<file path="src/hdl/afns_pkg.sv">
// ----------------------------------------------------------------------------
// afns_pkg
// Shared widths, register indexes, word types and helpers for the
// aspect-fit nearest-neighbour scaler.
// ----------------------------------------------------------------------------
package afns_pkg;

  localparam int SRC_DIM_BITS  = 16;
  localparam int FIT_BITS      = 12;
  localparam int CFG_IDX_BITS  = 4;
  localparam int CFG_DATA_BITS = 16;
  localparam int DIV_BITS      = SRC_DIM_BITS + FIT_BITS;
  localparam int DIV_CNT_BITS  = $clog2(DIV_BITS);
  localparam int Q_PTR_BITS    = 2;
  localparam int Q_DEPTH       = 1 << Q_PTR_BITS;

  localparam logic [CFG_IDX_BITS-1:0] REG_SRC_WIDTH  = CFG_IDX_BITS'(0);
  localparam logic [CFG_IDX_BITS-1:0] REG_SRC_HEIGHT = CFG_IDX_BITS'(1);
  localparam logic [CFG_IDX_BITS-1:0] REG_MAX_WIDTH  = CFG_IDX_BITS'(2);
  localparam logic [CFG_IDX_BITS-1:0] REG_MAX_HEIGHT = CFG_IDX_BITS'(3);

  localparam logic [FIT_BITS-1:0] MAX_WIDTH_RST  = FIT_BITS'(800);
  localparam logic [FIT_BITS-1:0] MAX_HEIGHT_RST = FIT_BITS'(600);
  localparam logic [7:0]          ALPHA_OPAQUE   = 8'hFF;

  typedef logic [SRC_DIM_BITS-1:0] sdim_t;
  typedef logic [FIT_BITS-1:0]     fdim_t;

  typedef struct packed {
    logic [7:0] red;
    logic [7:0] green;
    logic [7:0] blue;
    logic       frame_start;
  } pix_word_t;

  typedef struct packed {
    logic      valid;
    pix_word_t word;
  } q_head_t;

  typedef struct packed {
    logic [CFG_DATA_BITS-1:0] src_width;
    logic [CFG_DATA_BITS-1:0] src_height;
    fdim_t                    max_width;
    fdim_t                    max_height;
  } cfg_regs_t;

  typedef struct packed {
    fdim_t fit_w;
    fdim_t fit_h;
    sdim_t frame_w;
    sdim_t frame_h;
    sdim_t step_col;
    fdim_t frac_col;
    sdim_t step_row;
    fdim_t frac_row;
  } fit_res_t;

  function automatic sdim_t max1_s(input sdim_t v);
    return (v == '0) ? sdim_t'(1) : v;
  endfunction

  function automatic fdim_t max1_f(input fdim_t v);
    return (v == '0) ? fdim_t'(1) : v;
  endfunction

endpackage

</file>
<file path="src/hdl/afns_if.sv">
// ----------------------------------------------------------------------------
// afns_if
// Stream and register-write channels of the scaler.
// ----------------------------------------------------------------------------
interface afns_in_if;
  logic       valid;
  logic       ready;
  logic [7:0] red;
  logic [7:0] green;
  logic [7:0] blue;
  logic       frame_start;

  modport source (output valid, red, green, blue, frame_start, input ready);
  modport sink   (input valid, red, green, blue, frame_start, output ready);
endinterface

interface afns_out_if;
  logic                           valid;
  logic                           ready;
  logic [31:0]                    pixel_argb;
  logic [afns_pkg::FIT_BITS-1:0]  out_col;
  logic [afns_pkg::FIT_BITS-1:0]  out_row;
  logic [afns_pkg::FIT_BITS-1:0]  fitted_width;
  logic [afns_pkg::FIT_BITS-1:0]  fitted_height;
  logic                           frame_last;

  modport source (output valid, pixel_argb, out_col, out_row, fitted_width, fitted_height,
                  frame_last, input ready);
  modport sink   (input valid, pixel_argb, out_col, out_row, fitted_width, fitted_height,
                  frame_last, output ready);
endinterface

interface afns_cfg_if;
  logic                               valid;
  logic                               ready;
  logic [afns_pkg::CFG_IDX_BITS-1:0]  index;
  logic [afns_pkg::CFG_DATA_BITS-1:0] data;

  modport source (output valid, index, data, input ready);
  modport sink   (input valid, index, data, output ready);
endinterface

</file>
<file path="src/hdl/afns_front.sv">
// ----------------------------------------------------------------------------
// afns_front
// Takes source words into a short queue and holds the configuration registers.
// ----------------------------------------------------------------------------
module afns_front (
  input  logic                clk,
  input  logic                rst_n,
  afns_in_if.sink             in_bus,
  afns_cfg_if.sink            cfg_bus,
  input  logic                pop,
  output afns_pkg::q_head_t   head,
  output afns_pkg::cfg_regs_t cfg
);

  afns_pkg::pix_word_t                q_mem_r [afns_pkg::Q_DEPTH];
  logic [afns_pkg::Q_PTR_BITS-1:0]    wr_ptr_r;
  logic [afns_pkg::Q_PTR_BITS-1:0]    rd_ptr_r;
  logic [afns_pkg::Q_PTR_BITS:0]      count_r;
  afns_pkg::cfg_regs_t                cfg_r;
  logic                               push;
  logic                               do_pop;

  assign in_bus.ready = (count_r != (afns_pkg::Q_PTR_BITS+1)'(afns_pkg::Q_DEPTH));
  assign push         = in_bus.valid && in_bus.ready;
  assign do_pop       = pop && (count_r != '0);

  assign head.valid = (count_r != '0);
  assign head.word  = q_mem_r[rd_ptr_r];

  always_ff @(posedge clk) begin
    if (!rst_n) begin
      wr_ptr_r <= '0;
      rd_ptr_r <= '0;
      count_r  <= '0;
    end else begin
      if (push) begin
        wr_ptr_r <= wr_ptr_r + 1'b1;
      end
      if (do_pop) begin
        rd_ptr_r <= rd_ptr_r + 1'b1;
      end
      if (push && !do_pop) begin
        count_r <= count_r + 1'b1;
      end else if (!push && do_pop) begin
        count_r <= count_r - 1'b1;
      end
    end
  end

  always_ff @(posedge clk) begin
    if (push) begin
      q_mem_r[wr_ptr_r] <= '{red: in_bus.red, green: in_bus.green, blue: in_bus.blue,
                             frame_start: in_bus.frame_start};
    end
  end

  // register writes
  assign cfg_bus.ready = 1'b1;
  assign cfg           = cfg_r;

  always_ff @(posedge clk) begin
    if (!rst_n) begin
      cfg_r.src_width  <= afns_pkg::CFG_DATA_BITS'(1);
      cfg_r.src_height <= afns_pkg::CFG_DATA_BITS'(1);
      cfg_r.max_width  <= afns_pkg::MAX_WIDTH_RST;
      cfg_r.max_height <= afns_pkg::MAX_HEIGHT_RST;
    end else if (cfg_bus.valid) begin
      unique case (cfg_bus.index)
        afns_pkg::REG_SRC_WIDTH:  cfg_r.src_width  <= cfg_bus.data;
        afns_pkg::REG_SRC_HEIGHT: cfg_r.src_height <= cfg_bus.data;
        afns_pkg::REG_MAX_WIDTH:  cfg_r.max_width  <= cfg_bus.data[afns_pkg::FIT_BITS-1:0];
        afns_pkg::REG_MAX_HEIGHT: cfg_r.max_height <= cfg_bus.data[afns_pkg::FIT_BITS-1:0];
        default: ;
      endcase
    end
  end

endmodule

</file>
<file path="src/hdl/afns_fit.sv">
// ----------------------------------------------------------------------------
// afns_fit
// Per-frame fit sequencer: one multiplier and a shared restoring divider,
// one quotient bit a cycle, for the fitted size and the pick step sizes.
// ----------------------------------------------------------------------------
module afns_fit (
  input  logic                clk,
  input  logic                rst_n,
  input  logic                start,
  input  afns_pkg::cfg_regs_t cfg,
  output logic                done,
  output afns_pkg::fit_res_t  res
);

  localparam logic [2:0] ST_IDLE = 3'd0;
  localparam logic [2:0] ST_CHK1 = 3'd1;
  localparam logic [2:0] ST_CHK2 = 3'd2;
  localparam logic [2:0] ST_LDQW = 3'd3;
  localparam logic [2:0] ST_LDQH = 3'd4;
  localparam logic [2:0] ST_DIV  = 3'd5;
  localparam logic [2:0] ST_POST = 3'd6;

  localparam logic [1:0] OP_FH = 2'd0;
  localparam logic [1:0] OP_FW = 2'd1;
  localparam logic [1:0] OP_QW = 2'd2;
  localparam logic [1:0] OP_QH = 2'd3;

  localparam int SDB = afns_pkg::SRC_DIM_BITS;
  localparam int DB  = afns_pkg::DIV_BITS;
  localparam int FB  = afns_pkg::FIT_BITS;

  logic [2:0]                        state_r, state_nxt;
  logic [1:0]                        op_r, op_nxt;
  logic                              done_r, done_nxt;
  afns_pkg::sdim_t                   w_r, w_nxt, h_r, h_nxt;
  afns_pkg::fdim_t                   mw_r, mw_nxt, mh_r, mh_nxt;
  afns_pkg::sdim_t                   fw_r, fw_nxt, fh_r, fh_nxt;
  afns_pkg::sdim_t                   div_r, div_nxt;
  afns_pkg::sdim_t                   rem_r, rem_nxt;
  logic [DB-1:0]                     quo_r, quo_nxt;
  logic [afns_pkg::DIV_CNT_BITS-1:0] cnt_r, cnt_nxt;
  afns_pkg::fit_res_t                res_r, res_nxt;
  logic [SDB:0]                      rem_sh;
  logic                              rem_ge;

  assign rem_sh = {rem_r, quo_r[DB-1]};
  assign rem_ge = (rem_sh >= {1'b0, div_r});

  always_comb begin
    state_nxt = state_r;
    op_nxt    = op_r;
    done_nxt  = 1'b0;
    w_nxt     = w_r;
    h_nxt     = h_r;
    mw_nxt    = mw_r;
    mh_nxt    = mh_r;
    fw_nxt    = fw_r;
    fh_nxt    = fh_r;
    div_nxt   = div_r;
    rem_nxt   = rem_r;
    quo_nxt   = quo_r;
    cnt_nxt   = cnt_r;
    res_nxt   = res_r;
    unique case (state_r)
      ST_IDLE: begin
        if (start) begin
          w_nxt     = afns_pkg::max1_s(cfg.src_width[SDB-1:0]);
          h_nxt     = afns_pkg::max1_s(cfg.src_height[SDB-1:0]);
          mw_nxt    = afns_pkg::max1_f(cfg.max_width);
          mh_nxt    = afns_pkg::max1_f(cfg.max_height);
          fw_nxt    = afns_pkg::max1_s(cfg.src_width[SDB-1:0]);
          fh_nxt    = afns_pkg::max1_s(cfg.src_height[SDB-1:0]);
          state_nxt = ST_CHK1;
        end
      end
      ST_CHK1: begin
        if (fw_r > mw_r) begin
          quo_nxt   = DB'(fh_r) * DB'(mw_r);
          div_nxt   = fw_r;
          rem_nxt   = '0;
          cnt_nxt   = afns_pkg::DIV_CNT_BITS'(DB - 1);
          op_nxt    = OP_FH;
          state_nxt = ST_DIV;
        end else begin
          state_nxt = ST_CHK2;
        end
      end
      ST_CHK2: begin
        if (fh_r > mh_r) begin
          quo_nxt   = DB'(fw_r) * DB'(mh_r);
          div_nxt   = fh_r;
          rem_nxt   = '0;
          cnt_nxt   = afns_pkg::DIV_CNT_BITS'(DB - 1);
          op_nxt    = OP_FW;
          state_nxt = ST_DIV;
        end else begin
          state_nxt = ST_LDQW;
        end
      end
      ST_LDQW: begin
        quo_nxt   = DB'(w_r);
        div_nxt   = fw_r;
        rem_nxt   = '0;
        cnt_nxt   = afns_pkg::DIV_CNT_BITS'(DB - 1);
        op_nxt    = OP_QW;
        state_nxt = ST_DIV;
      end
      ST_LDQH: begin
        quo_nxt   = DB'(h_r);
        div_nxt   = fh_r;
        rem_nxt   = '0;
        cnt_nxt   = afns_pkg::DIV_CNT_BITS'(DB - 1);
        op_nxt    = OP_QH;
        state_nxt = ST_DIV;
      end
      ST_DIV: begin
        rem_nxt = rem_ge ? SDB'(rem_sh - {1'b0, div_r}) : SDB'(rem_sh);
        quo_nxt = {quo_r[DB-2:0], rem_ge};
        if (cnt_r == '0) begin
          state_nxt = ST_POST;
        end else begin
          cnt_nxt = cnt_r - 1'b1;
        end
      end
      ST_POST: begin
        unique case (op_r)
          OP_FH: begin
            fh_nxt    = afns_pkg::max1_s(SDB'(quo_r));
            fw_nxt    = SDB'(mw_r);
            state_nxt = ST_CHK2;
          end
          OP_FW: begin
            fw_nxt    = SDB'(afns_pkg::max1_f(FB'(quo_r)));
            fh_nxt    = SDB'(mh_r);
            state_nxt = ST_LDQW;
          end
          OP_QW: begin
            res_nxt.step_col = SDB'(quo_r);
            res_nxt.frac_col = FB'(rem_r);
            state_nxt        = ST_LDQH;
          end
          OP_QH: begin
            res_nxt.step_row = SDB'(quo_r);
            res_nxt.frac_row = FB'(rem_r);
            res_nxt.fit_w    = FB'(fw_r);
            res_nxt.fit_h    = FB'(fh_r);
            res_nxt.frame_w  = w_r;
            res_nxt.frame_h  = h_r;
            done_nxt         = 1'b1;
            state_nxt        = ST_IDLE;
          end
          default: ;
        endcase
      end
      default: state_nxt = ST_IDLE;
    endcase
  end

  always_ff @(posedge clk) begin
    if (!rst_n) begin
      state_r <= ST_IDLE;
      done_r  <= 1'b0;
    end else begin
      state_r <= state_nxt;
      done_r  <= done_nxt;
    end
  end

  always_ff @(posedge clk) begin
    op_r  <= op_nxt;
    w_r   <= w_nxt;
    h_r   <= h_nxt;
    mw_r  <= mw_nxt;
    mh_r  <= mh_nxt;
    fw_r  <= fw_nxt;
    fh_r  <= fh_nxt;
    div_r <= div_nxt;
    rem_r <= rem_nxt;
    quo_r <= quo_nxt;
    cnt_r <= cnt_nxt;
    res_r <= res_nxt;
  end

  assign done = done_r;
  assign res  = res_r;

endmodule

</file>
<file path="src/hdl/afns_back.sv">
// ----------------------------------------------------------------------------
// afns_back
// Walks the source raster, picks the nearest source pixel for each output
// position with quotient/remainder counters and holds the result word.
// ----------------------------------------------------------------------------
module afns_back (
  input  logic               clk,
  input  logic               rst_n,
  input  afns_pkg::q_head_t  head,
  output logic               pop,
  output logic               fit_start,
  input  logic               fit_done,
  input  afns_pkg::fit_res_t fit_res,
  afns_out_if.source         out_bus
);

  localparam int SDB = afns_pkg::SRC_DIM_BITS;
  localparam int FB  = afns_pkg::FIT_BITS;

  logic            fit_wait_r, fitted_r;
  afns_pkg::sdim_t frame_w_r, frame_h_r;
  afns_pkg::fdim_t fit_w_r, fit_h_r;
  afns_pkg::sdim_t step_col_r, step_row_r;
  afns_pkg::fdim_t frac_col_r, frac_row_r;
  afns_pkg::sdim_t src_col_r, src_row_r;
  afns_pkg::fdim_t dst_col_r, dst_row_r;
  afns_pkg::sdim_t pick_col_r, pick_row_r;
  afns_pkg::fdim_t pick_col_rem_r, pick_row_rem_r;

  logic            out_valid_r;
  logic [31:0]     argb_o_r;
  afns_pkg::fdim_t col_o_r, row_o_r, fw_o_r, fh_o_r;
  logic            last_o_r;

  logic            out_free, hit, last_col, last_row;
  logic [FB:0]     col_sum, row_sum;
  logic            col_wrap, row_wrap;
  logic [SDB:0]    src_col_inc;
  logic            src_wrap;

  assign fit_start = head.valid && head.word.frame_start && !fitted_r && !fit_wait_r;
  assign out_free  = !out_valid_r || out_bus.ready;
  assign pop       = head.valid && (!head.word.frame_start || fitted_r) && out_free;

  assign hit = (dst_row_r < fit_h_r) && (dst_col_r < fit_w_r) &&
               (src_row_r == pick_row_r) && (src_col_r == pick_col_r);
  assign last_col = (dst_col_r == fit_w_r - FB'(1));
  assign last_row = (dst_row_r == fit_h_r - FB'(1));

  assign col_sum  = {1'b0, pick_col_rem_r} + {1'b0, frac_col_r};
  assign row_sum  = {1'b0, pick_row_rem_r} + {1'b0, frac_row_r};
  assign col_wrap = (col_sum >= {1'b0, fit_w_r});
  assign row_wrap = (row_sum >= {1'b0, fit_h_r});

  assign src_col_inc = {1'b0, src_col_r} + (SDB+1)'(1);
  assign src_wrap    = (src_col_inc >= {1'b0, frame_w_r});

  always_ff @(posedge clk) begin
    if (!rst_n) begin
      fit_wait_r     <= 1'b0;
      fitted_r       <= 1'b0;
      frame_w_r      <= SDB'(1);
      frame_h_r      <= SDB'(1);
      fit_w_r        <= FB'(1);
      fit_h_r        <= FB'(1);
      step_col_r     <= SDB'(1);
      step_row_r     <= SDB'(1);
      frac_col_r     <= '0;
      frac_row_r     <= '0;
      src_col_r      <= '0;
      src_row_r      <= '0;
      dst_col_r      <= '0;
      dst_row_r      <= '0;
      pick_col_r     <= '0;
      pick_row_r     <= '0;
      pick_col_rem_r <= '0;
      pick_row_rem_r <= '0;
      out_valid_r    <= 1'b0;
    end else begin
      if (fit_start) begin
        fit_wait_r <= 1'b1;
      end
      if (fit_done) begin
        fit_wait_r     <= 1'b0;
        fitted_r       <= 1'b1;
        frame_w_r      <= fit_res.frame_w;
        frame_h_r      <= fit_res.frame_h;
        fit_w_r        <= fit_res.fit_w;
        fit_h_r        <= fit_res.fit_h;
        step_col_r     <= fit_res.step_col;
        step_row_r     <= fit_res.step_row;
        frac_col_r     <= fit_res.frac_col;
        frac_row_r     <= fit_res.frac_row;
        src_col_r      <= '0;
        src_row_r      <= '0;
        dst_col_r      <= '0;
        dst_row_r      <= '0;
        pick_col_r     <= '0;
        pick_row_r     <= '0;
        pick_col_rem_r <= '0;
        pick_row_rem_r <= '0;
      end else if (pop) begin
        fitted_r <= 1'b0;
        if (hit) begin
          if (last_col) begin
            dst_col_r      <= '0;
            pick_col_r     <= '0;
            pick_col_rem_r <= '0;
            dst_row_r      <= dst_row_r + FB'(1);
            pick_row_r     <= pick_row_r + step_row_r + SDB'(row_wrap);
            pick_row_rem_r <= row_wrap ? FB'(row_sum - {1'b0, fit_h_r}) : FB'(row_sum);
          end else begin
            dst_col_r      <= dst_col_r + FB'(1);
            pick_col_r     <= pick_col_r + step_col_r + SDB'(col_wrap);
            pick_col_rem_r <= col_wrap ? FB'(col_sum - {1'b0, fit_w_r}) : FB'(col_sum);
          end
        end
        if (src_wrap) begin
          src_col_r <= '0;
          if (src_row_r != '1) begin
            src_row_r <= src_row_r + SDB'(1);
          end
        end else begin
          src_col_r <= SDB'(src_col_inc);
        end
      end
      if (out_free) begin
        out_valid_r <= pop && hit;
      end
    end
  end

  always_ff @(posedge clk) begin
    if (pop && hit) begin
      argb_o_r <= {afns_pkg::ALPHA_OPAQUE, head.word.red, head.word.green, head.word.blue};
      col_o_r  <= dst_col_r;
      row_o_r  <= dst_row_r;
      fw_o_r   <= fit_w_r;
      fh_o_r   <= fit_h_r;
      last_o_r <= last_col && last_row;
    end
  end

  assign out_bus.valid         = out_valid_r;
  assign out_bus.pixel_argb    = argb_o_r;
  assign out_bus.out_col       = col_o_r;
  assign out_bus.out_row       = row_o_r;
  assign out_bus.fitted_width  = fw_o_r;
  assign out_bus.fitted_height = fh_o_r;
  assign out_bus.frame_last    = last_o_r;

`ifndef ASSERT_OFF
  a_done_expected: assert property (@(posedge clk) disable iff (!rst_n)
    fit_done |-> fit_wait_r)
    else $error("fit result arrived with no fit outstanding");

  a_hold_during_fit: assert property (@(posedge clk) disable iff (!rst_n)
    fit_wait_r |-> !pop)
    else $error("word consumed while the fit is still running");

  a_col_rem_range: assert property (@(posedge clk) disable iff (!rst_n)
    pick_col_rem_r < fit_w_r)
    else $error("column remainder out of range");

  a_row_rem_range: assert property (@(posedge clk) disable iff (!rst_n)
    pick_row_rem_r < fit_h_r)
    else $error("row remainder out of range");

  a_out_col_range: assert property (@(posedge clk) disable iff (!rst_n)
    out_valid_r |-> (col_o_r < fw_o_r))
    else $error("output column beyond fitted width");
`endif

endmodule

</file>
<file path="src/hdl/aspect_fit_nearest_scaler_unit.sv">
// ----------------------------------------------------------------------------
// aspect_fit_nearest_scaler_unit
// Aspect-fit nearest-neighbour downscaler for an RGB raster stream.
// ----------------------------------------------------------------------------
//  channel   dir  payload                                           handshake
//  in_bus    in   red, green, blue, frame_start                    valid/ready
//  out_bus   out  pixel_argb, out_col, out_row, fitted_width,
//                 fitted_height, frame_last                         valid/ready
//  cfg_bus   in   index, data (src_width, src_height, max_width,
//                 max_height)                                       valid/ready
//
//  A plain pixel word is taken and mapped at one word a cycle while out_bus is not stalled.
//  A word with frame_start waits at the queue head until the fit sequencer,
//  with its bit-serial divider, has finished.
//  A four-word queue lets input continue while the back end waits on out_bus or the fit.
//  rst_n is synchronous; after reset the block acts as on a 1x1 frame.
// ----------------------------------------------------------------------------
module aspect_fit_nearest_scaler_unit (
  input  logic       clk,
  input  logic       rst_n,
  afns_in_if.sink    in_bus,
  afns_out_if.source out_bus,
  afns_cfg_if.sink   cfg_bus
);

  afns_pkg::q_head_t   head;
  afns_pkg::cfg_regs_t cfg;
  afns_pkg::fit_res_t  fit_res;
  logic                pop;
  logic                fit_start;
  logic                fit_done;

  afns_front u_front (
    .clk     (clk),
    .rst_n   (rst_n),
    .in_bus  (in_bus),
    .cfg_bus (cfg_bus),
    .pop     (pop),
    .head    (head),
    .cfg     (cfg)
  );

  afns_fit u_fit (
    .clk   (clk),
    .rst_n (rst_n),
    .start (fit_start),
    .cfg   (cfg),
    .done  (fit_done),
    .res   (fit_res)
  );

  afns_back u_back (
    .clk       (clk),
    .rst_n     (rst_n),
    .head      (head),
    .pop       (pop),
    .fit_start (fit_start),
    .fit_done  (fit_done),
    .fit_res   (fit_res),
    .out_bus   (out_bus)
  );

endmodule

</file>
<file path="src/flat_wrapper.sv">
// flat-port wrapper written by rule: the top's interface ports become plain ports
module aspect_fit_nearest_scaler_unit_flat 
  (clk, rst_n, in_bus_valid, in_bus_red, in_bus_green, in_bus_blue, in_bus_frame_start, in_bus_ready, out_bus_valid, out_bus_pixel_argb, out_bus_out_col, out_bus_out_row, out_bus_fitted_width, out_bus_fitted_height, out_bus_frame_last, out_bus_ready, cfg_bus_valid, cfg_bus_index, cfg_bus_data, cfg_bus_ready);
  afns_in_if in_bus_i ();
  afns_out_if out_bus_i ();
  afns_cfg_if cfg_bus_i ();
  input  logic clk;
  input  logic rst_n;
  input wire logic [$bits(in_bus_i.valid)-1:0] in_bus_valid;
  input wire logic [$bits(in_bus_i.red)-1:0] in_bus_red;
  input wire logic [$bits(in_bus_i.green)-1:0] in_bus_green;
  input wire logic [$bits(in_bus_i.blue)-1:0] in_bus_blue;
  input wire logic [$bits(in_bus_i.frame_start)-1:0] in_bus_frame_start;
  output wire logic [$bits(in_bus_i.ready)-1:0] in_bus_ready;
  output wire logic [$bits(out_bus_i.valid)-1:0] out_bus_valid;
  output wire logic [$bits(out_bus_i.pixel_argb)-1:0] out_bus_pixel_argb;
  output wire logic [$bits(out_bus_i.out_col)-1:0] out_bus_out_col;
  output wire logic [$bits(out_bus_i.out_row)-1:0] out_bus_out_row;
  output wire logic [$bits(out_bus_i.fitted_width)-1:0] out_bus_fitted_width;
  output wire logic [$bits(out_bus_i.fitted_height)-1:0] out_bus_fitted_height;
  output wire logic [$bits(out_bus_i.frame_last)-1:0] out_bus_frame_last;
  input wire logic [$bits(out_bus_i.ready)-1:0] out_bus_ready;
  input wire logic [$bits(cfg_bus_i.valid)-1:0] cfg_bus_valid;
  input wire logic [$bits(cfg_bus_i.index)-1:0] cfg_bus_index;
  input wire logic [$bits(cfg_bus_i.data)-1:0] cfg_bus_data;
  output wire logic [$bits(cfg_bus_i.ready)-1:0] cfg_bus_ready;
  assign in_bus_i.valid = in_bus_valid;
  assign in_bus_i.red = in_bus_red;
  assign in_bus_i.green = in_bus_green;
  assign in_bus_i.blue = in_bus_blue;
  assign in_bus_i.frame_start = in_bus_frame_start;
  assign in_bus_ready = in_bus_i.ready;
  assign out_bus_valid = out_bus_i.valid;
  assign out_bus_pixel_argb = out_bus_i.pixel_argb;
  assign out_bus_out_col = out_bus_i.out_col;
  assign out_bus_out_row = out_bus_i.out_row;
  assign out_bus_fitted_width = out_bus_i.fitted_width;
  assign out_bus_fitted_height = out_bus_i.fitted_height;
  assign out_bus_frame_last = out_bus_i.frame_last;
  assign out_bus_i.ready = out_bus_ready;
  assign cfg_bus_i.valid = cfg_bus_valid;
  assign cfg_bus_i.index = cfg_bus_index;
  assign cfg_bus_i.data = cfg_bus_data;
  assign cfg_bus_ready = cfg_bus_i.ready;
  aspect_fit_nearest_scaler_unit u_core (.clk(clk), .rst_n(rst_n), .in_bus(in_bus_i), .out_bus(out_bus_i), .cfg_bus(cfg_bus_i));
endmodule
</file>
<file path="config.mk">
export PLATFORM = sky130hd
export DESIGN_NAME = aspect_fit_nearest_scaler_unit_flat
export DESIGN_NICKNAME = d
export VERILOG_FILES = /design/src/hdl/afns_pkg.sv /design/src/hdl/afns_if.sv /design/src/hdl/afns_front.sv /design/src/hdl/afns_fit.sv /design/src/hdl/afns_back.sv /design/src/hdl/aspect_fit_nearest_scaler_unit.sv /design/src/flat_wrapper.sv
export SDC_FILE = /design/constraint.sdc
export NUM_CORES = 2
export LEC_CHECK = 0
export BUFFER_PORTS_ARGS = -buffer_cell sky130_fd_sc_hd__buf_4
export CAP_MARGIN = 25
export CORE_UTILIZATION = 50
export DETAILED_ROUTE_END_ITERATION = 7
export GPL_ROUTABILITY_DRIVEN = 0
export GPL_TIMING_DRIVEN = 0
export PLACE_DENSITY_LB_ADDON = 0.25
export SLEW_MARGIN = 25
export SYNTH_ARGS = -nofsm -noshare
export SYNTH_HDL_FRONTEND = slang
export SYNTH_SLANG_ARGS = --single-unit
</file>
<file path="constraint.sdc">
create_clock -name clk -period 12.7 [get_ports clk]
set_input_delay 1.27 -clock clk [delete_from_list [all_inputs] [get_ports clk]]
set_output_delay 1.27 -clock clk [all_outputs]
set_load 0.05 [all_outputs]
</file>
==> metrics.cfg <==
[outcome]
status=finished clean

[sta]
rsz0062_at_grt=no
relSlewSlack_pct=23.8
setup_tns_ns=0
finalHoldViolations=0
fmax_ghz=0.131
finalCritPeriodShare_pct=59.9
finalCriticalPeriod_ns=7.61
clock-skew-final_ns=0.0251
tightest_slew_ns=1.13
maxSlewViolCount=0
finalSetupViolations=0

[setup_path]
reg2reg_slack_ns=5.09
endpoint_kind=flop
cp-start-kind=flop
worst_path_largest_cell_delay_ns=0.71
crit_type=reg2reg
cp.arrival_ns=7.93
timing.critical_path.mode_cell=fa_1
path_cells=clkbuf_1, clkbuf_1, nand2_1, fa_1, fa_1, fa_1, inv_1, fa_1, inv_1, fa_1, inv_1, ha_1, and3_1, a31oi_1, a211oi_1, o41ai_1, a211oi_1, o211ai_1, mux2_2, o21ai_0
crit_slowest_cell=clkbuf_1
worstPathRequired_ns=13.02
crit_fanout=10

[global_routing]
grt_max_degree=50
grt_pass1_vias=32900
antenna_found_initial=3
gr-total-overflow=0
grt_usage_pct=26.8
grt_first_pass_wirelength_um=190000

[clocking]
cts.sinks=704
cts_buffers=77
cts_tree=yes
cts_root_buffer=clkbuf_16
postCtsSetupBuffers=0
clockBufferDepth=3
htreeDepth=3
cts_resized=0
worstSkewPairLatency_ns=0.63
clk_pin_slew_ns=0.06
holdBufCountCts=0

[synth]
synthArstFlopShare_pct=0
synth_top_cell_area_share_pct=27.9
synth_ff_type=edfxtp_1
syn_inst=4438
yosysTopAreaCell=edfxtp_1
yosys-top-cells-area=edfxtp_1 28%, fa_1 13%, dfxtp_1 12%
synth_commonest_cells=550 x nand2_1, 480 x inv_1, 424 x edfxtp_1
synth_edf_count=424
syn-mean-instance-area_um2=10.3
ys_warn_count=0
syn_area_mm2=0.0457
ys_ff_latch=704
synth-seq-area-share_pct=40.1
synth_most_common_cell=nand2_1
ys_types=81

[cells_and_area]
multi_input_area_mm2=0.0246
fin_nets=5302
drive_above_1_share_pct=7.74
seq_area_mm2=0.0183
fill_cells=7822
area_delta_synth_final_pct=11.3

[hold_path]
hold_class=reg2reg

[detailed_routing]
ant_nets=0
avgViaCountPerCell=5.60
wl_per_cell_um=20.9
firstDrtPassIters=6
num_vias=33100
drc_errors=0
initialDrtViolationCount=2729
drt_wl_total_um=123000

[floorplan]
start_util_pct=50.6
die_h_um=304
dieArea_mm2=0.0926
std_cell_rows=110
pin_count=134
die_w_um=304
coreArea_mm2=0.0903

[flow_run]
drv_cap=0

[placed_design]
hpwlAfterDp_um=95300
port_buffers=124

cells in the final DEF (no fill, tap or decap), drive strengths merged, types with 127 or more instances in the layout:
master,count
a21oi,170
xnor2,127
o21ai,167
dfxtp,280
ha,300
fa,290
nor2,227
mux2i,181
buf,171
nor2b,151
inv,488
edfxtp,424
nand2,550
clkbuf,319
final timing paths:
check	start	end	cells after the start
setup / recovery	u_core.u_fit.mw_r[4]	u_core.u_fit.quo_r[27]	20
setup reg to reg	u_core.u_fit.mw_r[4]	u_core.u_fit.quo_r[27]	20
hold / removal	u_core.u_back.fit_w_r[3]	u_core.u_back.out_bus.fitted_width[3]	0
hold reg to reg	u_core.u_back.fit_w_r[3]	u_core.u_back.out_bus.fitted_width[3]	0
sequential cells by signal, summed over array words and instances, names as in the netlist, 24 cells and up, named ones only:
signal	count
u_core.u_back.out_bus.pixel_argb	24
u_core.u_fit.quo_r	28
u_core.u_fit.res	96
u_core.u_front.cfg	56
u_core.u_front.q_mem_r	100
cells by family after synthesis:
family,after synthesis,share of synthesized area [%]
flops,704,40.1
xor+xnor,229,4.39
simple gates,1347,14.2
buf+inv,730,6.16
fa+ha+maj,590,20.9
other cells,1,0.00821
compound gates,609,8.47
mux,228,5.74
metrics by stage:
stage	hold WS, ns	utilization (%)	area [µm²]	setup WS (ns)	cells
floorplan	0.406	-	45700	6.55	4446
global placement	0.429	53.3	48100	3.90	5746
detailed placement	0.428	53.5	48300	5.29	5759
CTS	0.442	56.3	50800	5.22	5902
global route	0.463	56.3	50800	4.77	5903
finish	0.444	56.3	50800	5.09	5906
worst max-delay path, delay by kind of cell (launching register included):
kind | cells | cell delay, ns
buffers and inverters | 5 | 1.36
adder cells (fa/ha/maj) | 6 | 2.86
multiplexers | 1 | 0.35
flip-flops | 1 | 0.32
AND/OR/NAND/NOR | 2 | 0.37
AO/OA/AOI/OAI | 6 | 2.04
area by class of cell:
| type | instances | area share [%] |
|---|---|---|
| flip-flops and latches | 704 | 36.1 |
| multi-input cells | 3012 | 48.4 |
| inverters | 484 | 3.57 |
| diodes | 4 | 0.0197 |
| repair buffers | 137 | 2.10 |
| clock inverters | 36 | 0.650 |
| plain buffers | 246 | 1.96 |
| well taps | 1176 | 2.90 |
| clock buffers | 107 | 4.35 |
layer usage:
metal / GRT usage [%] / up-vias / share of wire (%)
met4: 12.4 / 0 / 4.9
met5: 0 / - / 0
met1: 34.6 / 16100 / 41
met3: 3.96 / 304 / 6.5
li1: - / 15500 / -
met2: 44.4 / 1151 / 47
Power is not shown: default switching activity piles up to over one toggle a cycle in this logic, so the estimate is an artifact.
